==> config.mk <==
export PLATFORM = sky130hd
export DESIGN_NAME = y86mv_reg_file
export DESIGN_NICKNAME = d
export VERILOG_FILES = /design/src/sv/y86_move_instruction_unit_core_defines.svh /design/src/sv/y86mv_pkg.sv /design/src/sv/y86mv_reg_file.sv
export SDC_FILE = /design/constraint.sdc
export NUM_CORES = 1
export LEC_CHECK = 0
export ABC_CLOCK_PERIOD_IN_PS = 6400
export BUFFER_PORTS_ARGS = -buffer_cell sky130_fd_sc_hd__buf_2
export CORE_MARGIN = 8
export CORE_UTILIZATION = 52
export CTS_BUF_LIST = sky130_fd_sc_hd__clkbuf_8 sky130_fd_sc_hd__clkbuf_16
export DETAILED_ROUTE_END_ITERATION = 7
export PLACE_DENSITY = 0.71
export SKIP_CTS_REPAIR_TIMING = 1
export SYNTH_ARGS = -nofsm -noshare
export SYNTH_HDL_FRONTEND = slang
export SYNTH_SLANG_ARGS = --single-unit
==> constraint.sdc <==
create_clock -name clock -period 6.4 [get_ports clock]
set_input_delay 0.32 -clock clock [delete_from_list [all_inputs] [get_ports clock]]
set_output_delay 0.32 -clock clock [all_outputs]
set_load 0.02 [all_outputs]
==> src/sv/y86_move_instruction_unit_core_defines.svh <==
// Assertion macros used by the core to check its own logic.
`ifndef Y86_MOVE_INSTRUCTION_UNIT_CORE_DEFINES_SVH
`define Y86_MOVE_INSTRUCTION_UNIT_CORE_DEFINES_SVH

// Same-cycle implication, sampled on the rising clock, off during reset.
`define Y86MV_ASSERT_NOW(label, clk, rst, ante, cons, msg) \
   label: assert property (@(posedge clk) disable iff (rst) (ante) |-> (cons)) \
      else $error(msg);

// Next-cycle implication, sampled on the rising clock, off during reset.
`define Y86MV_ASSERT_NEXT(label, clk, rst, ante, cons, msg) \
   label: assert property (@(posedge clk) disable iff (rst) (ante) |=> (cons)) \
      else $error(msg);

`endif

==> src/sv/y86mv_pkg.sv <==
package y86mv_pkg;

   // Memory and register file geometry.
   localparam int MEM_BYTES  = 4096;
   localparam int MEM_ADDR_W = $clog2(MEM_BYTES);
   localparam int REG_COUNT  = 15;
   localparam int REG_IDX_W  = 4;
   localparam int PC_W       = 12;

   // Instruction codes (high nibble of the first instruction byte).
   localparam logic [3:0] ICODE_RRMOVQ = 4'd2;
   localparam logic [3:0] ICODE_IRMOVQ = 4'd3;
   localparam logic [3:0] ICODE_RMMOVQ = 4'd4;
   localparam logic [3:0] ICODE_MRMOVQ = 4'd5;

   // Instruction lengths in bytes.
   localparam logic [PC_W-1:0] LEN_SHORT = PC_W'(2);
   localparam logic [PC_W-1:0] LEN_LONG  = PC_W'(10);

   // Request opcodes.
   localparam logic OP_LOAD_BYTE = 1'b0;
   localparam logic OP_EXECUTE   = 1'b1;

   typedef enum logic [1:0] {
      STAT_OK,
      STAT_INS,
      STAT_ADR
   } status_type;

   typedef enum logic [3:0] {
      S_CLEAR,
      S_IDLE,
      S_FETCH,
      S_MOVE,
      S_ADDR,
      S_CHECK,
      S_STORE_RD,
      S_STORE,
      S_LOAD
   } state_type;

   typedef struct packed {
      logic       op;
      logic [11:0] load_address;
      logic [7:0]  load_byte;
   } req_type;

   typedef struct packed {
      status_type         status;
      logic [11:0]        next_pc;
      logic               reg_written;
      logic [3:0]         dest_reg;
      logic               mem_written;
      logic signed [63:0] moved_value;
   } rsp_type;

   // Byte memory write port.
   typedef struct packed {
      logic                  we;
      logic [MEM_ADDR_W-1:0] addr;
      logic [7:0]            data;
   } mem_wr_type;

   // Register file write port.
   typedef struct packed {
      logic                 we;
      logic [REG_IDX_W-1:0] addr;
      logic [63:0]          data;
   } rf_wr_type;

   // Builds one response word.
   function automatic rsp_type make_rsp(status_type st, logic [PC_W-1:0] pc, logic rw,
                                        logic [3:0] dr, logic mw, logic [63:0] v);
      rsp_type r;
      r.status      = st;
      r.next_pc     = pc;
      r.reg_written = rw;
      r.dest_reg    = dr;
      r.mem_written = mw;
      r.moved_value = $signed(v);
      return r;
   endfunction

endpackage

==> src/sv/y86mv_reg_file.sv <==
module y86mv_reg_file import y86mv_pkg::*; (
   input  logic                 clock,
   input  logic                 reset,
   input  rf_wr_type            wr,
   input  logic [REG_IDX_W-1:0] rd_addr,
   output logic [63:0]          rd_data
);

   logic [63:0]          regs [REG_COUNT];
   logic [REG_COUNT-1:0] valid_ff;
   logic [63:0]          rd_data_ff;
   logic                 rd_valid_ff;

   // An entry that was never written since reset reads as zero.
   always_ff @(posedge clock) begin
      if (reset) begin
         valid_ff    <= '0;
         rd_valid_ff <= 1'b0;
      end else begin
         if (wr.we) begin
            valid_ff[wr.addr] <= 1'b1;
         end
         rd_valid_ff <= (rd_addr < REG_IDX_W'(REG_COUNT)) && valid_ff[rd_addr];
      end
   end

   // Storage and registered read data.
   always_ff @(posedge clock) begin
      if (wr.we) begin
         regs[wr.addr] <= wr.data;
      end
      rd_data_ff <= regs[rd_addr];
   end

   assign rd_data = rd_valid_ff ? rd_data_ff : 64'd0;

endmodule

# == Word level (Yosys, flattened, before mapping) ==
# Memories as Yosys holds them, arrays and structs flattened. A register that Yosys moved wholly into a read port is not among the register bits.
# Index checks and enable logic that the tools add are counted.
# totals
reg_bits,16
latch_bits,0
mem_bits_rw,960
rom_bits,0
mem_count,1
# mem_list
name,words,word_bits,read_ports,rd_clocked_by_memory_dff,wr,line,source
regs,15,64,1,1,1,y86mv_reg_file.sv:9,logic [63:0] regs [REG_COUNT];
# op_classes
mul,0
shifts,0
addsub,0
muxes,7
n_eq_ne,0
n_div,0
magnitude_cmp,4
n_reduce_logical,2
n_bitwise,1
# op_table
operator,n
$mux 64,1
$or 15x15->15,1
$lt 4x5->1 const B,2
$bmux 1 s4,1
$demux 1 s4,1
$ge 4x1->1 const B,1
$lt 4x4->1 const B,1
$mux 1,4
$logic_and 1x1->1,2

# == Longest topological paths before layout ==
# Gate-level depths: netlist (run 1).
# depth
depth_word,5
mapped_depth,8
mapped_depth_nobuf,4

# == Worst setup path before layout (run 1) ==
# Ideal clock, no wire load.
# synth_path
path_type,input to register
startpoint,in wr[65] (netlist bit)
endpoint,mem regs[0][0] (enable)
setup_time_ns,0.568
arrival_ns,5.233
setup_slack_ns,0.600
cell_stages,2
cell_sequence,or3b_2 > nor3_1
# synth_lines
element,line,source
from (decl),y86mv_reg_file.sv:4,"input rf_wr_type wr,"
to (decl),y86mv_reg_file.sv:9,
# Straight into the memory's write port.

# == Worst setup path in the final report (run 1) ==
# layout_path
startpoint,reg rd_valid_ff
endpoint,out rd_data[6]
# layout_between
elab_chain_len,1
# layout_lines
element,line,source
from (decl),y86mv_reg_file.sv:12,logic rd_valid_ff;
from (signal assigned),y86mv_reg_file.sv:23,rd_valid_ff <= (rd_addr < REG_IDX_W'(REG_COUNT)) && valid_ff[rd_addr];
$mux 64,y86mv_reg_file.sv:35,assign rd_data = rd_valid_ff ? rd_data_ff : 64'd0;
to (decl),y86mv_reg_file.sv:6,output logic [63:0] rd_data
# No other way between the ends.

==> flow_summary.toml, run 1 <==
[global_route]
grt_use_total = 0.192
grt_pass1_wl_um = 121000
gr-total-overflow = 0
first_global_vias = 19500
antenna_found_initial = 10
grt_max_degree = 96

[logic_synthesis]
syn_area_um2 = 38900
synth_area_leaders = "edfxtp_1 (74%), mux4_2 (9.7%), dfxtp_1 (4.1%)"
synthAdderAreaFrac = 0
synth_xor_area_frac = 0
ys_types = 34
ys_ff_latch = 1040
yosys_warnings = 0
synth_mux_area_frac = 0.131
yosysTopAreaCell = "edfxtp_1"
syn_nets = 1992
synth-compound-area-share = 0.0406
ys_seq_area_frac = 0.782
syn_area_per_cell_um2 = 20.3
syn_inst = 1917
synth_top_family_by_area = "multiplexers"
synth.top_cell.area_share = 0.741
synth-simple-area-share = 0.0295

[floorplanning]
rows = 100
die_height_um = 290
die_w_um = 290
io-pin-count = 139
core_um2 = 74200
start_util = 0.524
dieArea_um2 = 83800

[sta]
slew_headroom = 0.296
skew_ps = 36.6
period_share = 0.399
clock.fmax_mhz = 392
rsz0062_at_grt = "no"
worst_slew_pin_slew_ps = 1050
hold_slack_ps = 27.5
min_period_ps = 2550
finalMaxSlewViolations = 0
hold_viol_final = 0
setup_ws_ps = 3850
fin_setup_tns_ps = 0
setup_viol = 0

[critical_path]
critPathMaxFanout = 34
critPathMaxStageDelay_ps = 730
endpoint_kind = "primary output"
crit_chain = "buf_4 -> and2_1 -> buf_2"
crit_family = "flip-flops"
worst_ep_arrival_time_ps = 2230
critPathSlowestCell = "dfxtp_2"
worst-path-buf-inv = 2
critPathKind = "flop to primary output"
required_ps = 6080
worstSetupStartpointType = "flop"

[finish]
design_area_um2 = 43800
fill_cells = 5257
regArea_um2 = 30400
multi_input_area_um2 = 7930
nNetsFinal = 2151
syn_to_final_growth_pct = 12.7
layout-drive-gt1-share = 0.237
instances_no_fill = 3133

[clock_tree]
cts.sinks = 1040
cts-buffers-inserted = 97
worst_skew_pair.late_latency_ps = 660
clk_pin_slew_ps = 60
root_buffer = "clkbuf_16"
cts_max_level = 3
cts_tree = "yes"
cts_buffer_depth = 3

[drt]
drtAntennaViolNets = 0
vias_per_cell = 5.95
drc = 0
wl_per_cell_um = 25.5
drt-initial-drc-count = 1782
postRouteWirelength_um = 80000
vias = 18600
first_pass_iters = 7

[placed_design]
port_buffers = 138
pre_cts_slack_ps = 3340
globalplace.congestion = 0.735
hpwl_um = 42500
post_dp_cell_area_um2 = 40600
place_inst = 2946

[min_path]
hold_path.class = "primary input to flop"

[power_and_ir_drop]
ir_worst_vdd_uv = 204
p_leak_uw = 0.0147
p_per_area_nw_per_um2 = 320

[run_status]
outcome = "finished clean"

[job]
maxCapViolations = 0
-- power by group --
group,switching (uW),internal [uW]
Combinational,417,250
Sequential,49.6,7600
Clock,2430,3290
Total,2900,11100
-- cells in the mapped netlist (all sizes together) --
master / count
a31oi: 25
dfxtp: 80
a21boi: 1
mux2i: 129
mux2: 1
o221ai: 1
nor4: 1
nand3: 1
nand2b: 28
edfxtp: 960
inv: 2
a31o: 1
nor2: 42
nor3: 6
a211o: 25
clkbuf: 40
a211oi: 2
nor2b: 29
mux4: 168
or3b: 1
and2: 65
o21ai: 104
o22ai: 26
or2: 1
nand2: 41
a22oi: 64
nand3b: 2
buf: 71
-- layer usage --
layer,global-route usage,wire (um)
met4,0.0497,1460
met3,0.0376,5540
met5,0,67
met2,0.319,39600
met1,0.262,33400
-- through the flow --
| step | power (uW) | util |
|---|---|---|
| finish | 14000 | 0.591 |
| global route | 14500 | 0.591 |
| CTS | 14100 | 0.591 |
| detailed placement | 8470 | 0.547 |
| global placement | 8440 | 0.547 |
| floorplan | 8200 | - |
-- worst reg2reg max path, cell delays in order (launching register included) --
cell and delay [ps]:
edfxtp_1 360, nor2b_1 140, a211o_1 290, a31oi_1 380, o21ai_0 140
-- cells in the final DEF (no fill, tap or decap), types with 26 or more instances in the layout --
cell	n
o21ai_1	50
a22oi_1	64
mux4_2	168
nand2b_1	28
nor2b_1	27
dfxtp_1	79
mux2i_1	129
edfxtp_1	960
clkbuf_16	98
inv_1	28
buf_2	135
buf_4	31
o22ai_1	26
o21ai_0	54
and2_1	64
nand2_1	41
nor2_1	30
-- final cells by class --
| class | count | area share |
|---|---|---|
| Inverter | 2 | 0.000228 |
| Timing Repair Buffer | 171 | 0.0226 |
| Antenna cell | 4 | 0.000228 |
| Clock buffer | 112 | 0.0603 |
| Tap cell | 969 | 0.0277 |
| Multi-Input combinational cell | 764 | 0.181 |
| Clock inverter | 71 | 0.0138 |
| Sequential cell | 1040 | 0.694 |
-- path summary, 6_finish.rpt --
| check | slack [ps] | from | end | cells past startpoint |
|---|---|---|---|---|
| setup / recovery | 3850 | rd_valid_ff$_SDFF_PP0_ | rd_data[6] | 3 |
| hold / removal | 30 | wr[8] | regs[11][8]$_DFFE_PP_ | 1 |
| setup reg to reg | 4960 | regs[12][62]$_DFFE_PP_ | rd_data_ff[62]$_DFF_P_ | 4 |
| hold reg to reg | 470 | valid_ff[13]$_SDFFE_PP0P_ | valid_ff[13]$_SDFFE_PP0P_ | 2 |
-- kinds of logic after synthesis --
group | after synthesis
AO/OA/AOI/OAI | 249
flip-flops | 1040
buffers and inverters | 113
multiplexers | 298
AND/OR/NAND/NOR | 217
-- flip-flops by register name, indices dropped and copies added (netlist names) --
register and cells:
valid_ff 15, rd_data_ff 64, rd_valid_ff 1, regs 960
(Power assumes the default switching activity.)
==> inputs of run 2 (changes only) <==
- ABC_CLOCK_PERIOD_IN_PS: 6400 -> 2600
- clock period: 6.4 -> 2.6 ns (I/O delays scaled with it)
==> run 2 against run 1 <==
The flow now finishes with violations (negative hold slack). Combinational power rose to 2.7 times the previous value. Critical path depth did not move. Cell count rose by 3.4%.
==> flow_summary.toml, run 2 (synthesis gave the netlist of run 1 again) <==
[finish]
design_area_um2 = 45300
biggestRegsByFlops = "regs x960, rd_data_ff x64, valid_ff x15"
instances_no_fill = 3240
syn_to_final_growth_pct = 16.5
nNetsFinal = 2256
regMostFlops = "regs"
layout_commonest_cell = "edfxtp_1"
layout-drive-gt1-share = 0.248
largest_reg_flops = 960
final_cell_mix = "edfxtp_1 (960), mux4_2 (168), buf_2 (135), mux2i_1 (129), clkbuf_16 (105)"

[global_route]
grt_max_degree = 97
antenna_found_initial = 7
grt_pass1_wl_um = 125000
first_global_vias = 19700
gr-total-overflow = 0
grt_use_total = 0.200

[power_and_ir_drop]
ir_worst_vdd_uv = 491
p_per_area_nw_per_um2 = 783
power_uw = 35500
p_leak_uw = 0.0153

[critical_path]
crit_chain = "buf_4 -> and2_1 -> buf_2"
worst_ep_arrival_time_ps = 2210
endpoint_kind = "primary output"
critPathSlowestCell = "dfxtp_2"
critPathMaxStageDelay_ps = 810
critPathMaxFanout = 25
ff2ff_setup_slack_ps = 1240
critPathKind = "flop to primary output"
r2r-start = "regs[2][42]$_DFFE_PP_"
crit-reg2reg-capture = "rd_data_ff[42]$_DFF_P_"
worstSetupStartpointType = "flop"
required_ps = 2470
reg2regPathDepth = 3

[sta]
hold_slack_ps = -21.3
clock.fmax_mhz = 428
finalMaxSlewViolations = 0
rsz0062_at_grt = "no"
slew_headroom = 0.502
hold_viol_final = 2
min_period_ps = 2340
skew_ps = 14.2
worst_slew_pin_slew_ps = 748
period_share = 0.899
setup_viol = 0

[placed_design]
port_buffers = 138
post_dp_cell_area_um2 = 41200
place_inst = 2982
hpwl_um = 42800
globalplace.congestion = 0.725

[clock_tree]
root_buffer = "clkbuf_16"
clk_pin_slew_ps = 60
cts_tree = "yes"
cts-buffers-inserted = 100
cts_max_level = 3
cts_buffer_depth = 3
cts.sinks = 1040
worst_skew_pair.late_latency_ps = 640

[floorplanning]
start_util = 0.524
die_height_um = 290
core_um2 = 74200
io-pin-count = 139
rows = 100
dieArea_um2 = 83800
die_w_um = 290

[drt]
postRouteWirelength_um = 84100
drt-initial-drc-count = 2054
first_pass_iters = 5
wl_per_cell_um = 26.0
drc = 0
vias = 19300
drtAntennaViolNets = 0
vias_per_cell = 5.94

[job]
maxCapViolations = 0

[run_status]
violations = "negative hold slack"
outcome = "finished with violations"

[min_path]
hold_path.class = "primary input to flop"
min_from = "rd_addr[1]"
hold_depth = 2
hold_path_end = "rd_data_ff[1]$_DFF_P_"
==> run 2: cell types whose count changed in the layout (fill, tap and decap cells not counted), sizes merged <==
cell         change
inv              -5
clkinvlp         +2
bufinv           +2
diode            -1
clkinv           -5
buf             +36
clkbuf          +12
dlygate4sd3     +66
==> run 2: per-layer routing <==
metal  track usage  wire length (um)
met1         0.281             35500
met2         0.328             41200
met3        0.0373              6130
met4        0.0454              1300
met5             0                65
==> run 2: layout make-up <==
| cell class | count | area [um^2] |
|---|---|---|
| Clock buffer | 124 | 2890 |
| Antenna cell | 3 | 7.51 |
| Timing Repair Buffer | 273 | 2220 |
| Fill cell | 5141 | 28900 |
| Tap cell | 969 | 1210 |
| Inverter | 2 | 10.0 |
| Clock inverter | 65 | 584 |
| Sequential cell | 1040 | 30400 |
| Multi-Input combinational cell | 764 | 7960 |
==> run 2: power by group <==
group | switching, uW | internal [uW] | leakage, uW
combinational | 1060 | 739 | 0.00415
clock | 5990 | 8850 | 0.00180
sequential | 134 | 18700 | 0.00934
total | 7190 | 28300 | 0.0153
==> run 2: worst max-delay path by stage <==
stage | slack, ps | endpoint | startpoint
3_3_place_gp | 610 | rd_data_ff[19]$_DFF_P_ | rd_addr[1]
4_1_cts | 180 | rd_data[31] | rd_valid_ff$_SDFF_PP0_
5_1_grt | 160 | rd_data[31] | rd_valid_ff$_SDFF_PP0_
3_5_place_dp | 620 | rd_data_ff[9]$_DFF_P_ | rd_addr[0]
2_1_floorplan | -980 | regs[10][0]$_DFFE_PP_ | wr[64]
6_report | 260 | rd_data[31] | rd_valid_ff$_SDFF_PP0_
==> run 2: critical path: cells and delay by family, from the launching register on <==
family / cells / cell delay [ps]
and+or+nand+nor: 1 / 190
DFF: 1 / 810
buffers and inverters: 2 / 550
==> run 2: stage by stage <==
stage / util / TNS (ps) / setup slack, ps
after floorplan: - / -606670 / -978
after global placement: 0.555 / 0 / 609
after detailed placement: 0.555 / 0 / 617
after CTS: 0.602 / 0 / 181
after global routing: 0.611 / 0 / 155
final: 0.611 / 0 / 262
==> inputs of run 3 (changes only) <==
- ABC_CLOCK_PERIOD_IN_PS: 2600 -> 2700
- CAP_MARGIN: unset -> 30
- SLEW_MARGIN: unset -> 15
- clock period: 2.6 -> 2.7 ns (I/O delays scaled with it)
==> run 3 against run 2 <==
The flow now finishes without violations. Cell count up 0.15%. Combinational power down 3%. Flip-flop and latch count unchanged. Largest power group unchanged. Via count down 0.53%. Setup slack better by 190 ps. Global-route usage about the same. Worst hold slack better by 56 ps. Critical path type unchanged. Clock power down 4%. Die area unchanged. Register-to-register slack better by 100 ps.
==> flow_summary.toml, run 3 (synthesis gave the netlist of run 1 again) <==
[run_status]
outcome = "finished clean"

[critical_path]
worstSetupStartpointType = "flop"
worst_ep_arrival_time_ps = 2120
required_ps = 2570
endpoint_kind = "primary output"
critPathMaxFanout = 32
critPathKind = "flop to primary output"

[global_route]
grt_pass1_wl_um = 124000
first_global_vias = 19500
grt_max_degree = 106
grt_use_total = 0.200
antenna_found_initial = 9
gr-total-overflow = 0

[clock_tree]
cts_tree = "yes"
cts.sinks = 1040
worst_skew_pair.late_latency_ps = 650
root_buffer = "clkbuf_16"
cts_buffer_depth = 3
cts-buffers-inserted = 101
clk_pin_slew_ps = 60
cts_max_level = 3

[finish]
fill_cells = 5070
regMostFlops = "regs"
final_cell_mix = "edfxtp_1 (960), mux4_2 (168), buf_2 (135), mux2i_1 (129), clkbuf_16 (102)"
syn_to_final_growth_pct = 17.0
design_area_um2 = 45500
nNetsFinal = 2260
layout_commonest_cell = "edfxtp_1"
instances_no_fill = 3245
biggestRegsByFlops = "regs x960, rd_data_ff x64, valid_ff x15"
largest_reg_flops = 960
layout-drive-gt1-share = 0.246

[power_and_ir_drop]
p_per_area_nw_per_um2 = 749
p_leak_uw = 0.0153
ir_worst_vdd_uv = 542

[placed_design]
hpwl_um = 43900
globalplace.congestion = 0.718
post_dp_cell_area_um2 = 41400
port_buffers = 138
place_inst = 2985

[sta]
skew_ps = 31.7
finalMaxSlewViolations = 0
rsz0062_at_grt = "no"
slew_headroom = 0.341
setup_viol = 0
worst_slew_pin_slew_ps = 987
min_period_ps = 2250
period_share = 0.834
hold_viol_final = 0
clock.fmax_mhz = 444

[drt]
drtAntennaViolNets = 0
drt-initial-drc-count = 1995
first_pass_iters = 5
drc = 0
postRouteWirelength_um = 84500
wl_per_cell_um = 26.0
vias = 19200
vias_per_cell = 5.90

[floorplanning]
dieArea_um2 = 83800
die_w_um = 290
start_util = 0.524
rows = 100
io-pin-count = 139
die_height_um = 290
core_um2 = 74200

[min_path]
hold_path.class = "primary input to flop"

[job]
maxCapViolations = 0
==> run 3: changes by cell type in the layout (fill, tap and decap cells not counted), moves of 2 or more <==
cell,change
buf_12,+17
inv_6,+3
clkbuf_8,-2
buf_4,-14
inv_1,+4
inv_4,-2
clkbuf_16,-3
clkinv_2,-7
clkinv_1,+5
==> run 3: path summary, 6_finish.rpt <==
path	startpoint	endpoint	slack, ps	cells after the start
max	rd_valid_ff$_SDFF_PP0_	rd_data[55]	450	3
min	rd_addr[2]	rd_data_ff[39]$_DFF_P_	30	3
max reg2reg	regs[7][48]$_DFFE_PP_	rd_data_ff[48]$_DFF_P_	1340	3
min reg2reg	valid_ff[0]$_SDFFE_PP0P_	valid_ff[0]$_SDFFE_PP0P_	470	2
==> run 3: cell type report <==
cell class / count / area [um^2] / area share
Sequential cell: 1040 / 30400 / 0.668
Tap cell: 969 / 1210 / 0.0266
Inverter: 2 / 10.0 / 0.000220
Clock inverter: 71 / 664 / 0.0146
Timing Repair Buffer: 276 / 2460 / 0.0539
Clock buffer: 119 / 2790 / 0.0612
Antenna cell: 4 / 10.0 / 0.000220
Multi-Input combinational cell: 764 / 7960 / 0.175
==> run 3: per-stage QoR <==
stage	setup TNS, ps	hold WS [ps]	power (uW)	worst slack, ps	utilization
after CTS	0	-199	34300	391	0.605
after floorplan	-550800	234	19400	-883	-
final	0	34.5	34100	449	0.614
after global routing	0	22.2	35100	337	0.614
after global placement	0	441	20100	722	0.558
after detailed placement	0	452	20100	711	0.558
==> run 3: worst max-delay path, cell delays in order (launching register included) <==
cell and delay (ps):
dfxtp_2 560, buf_4 450, and2_1 260, buf_2 190
==> run 3: per-layer routing <==
layer	up-vias	track usage	wire, um
met3	127	0.0381	5750
li1	8333	-	-
met5	-	0	51
met2	692	0.329	41800
met1	9993	0.277	35400
met4	8	0.0519	1540
==> run 3: power by group <==
part	switching (uW)	total, uW	internal (uW)
Sequential	122	18100	18000
Combinational	1030	1750	719
Clock	5820	14200	8410
Total	6970	34100	27100
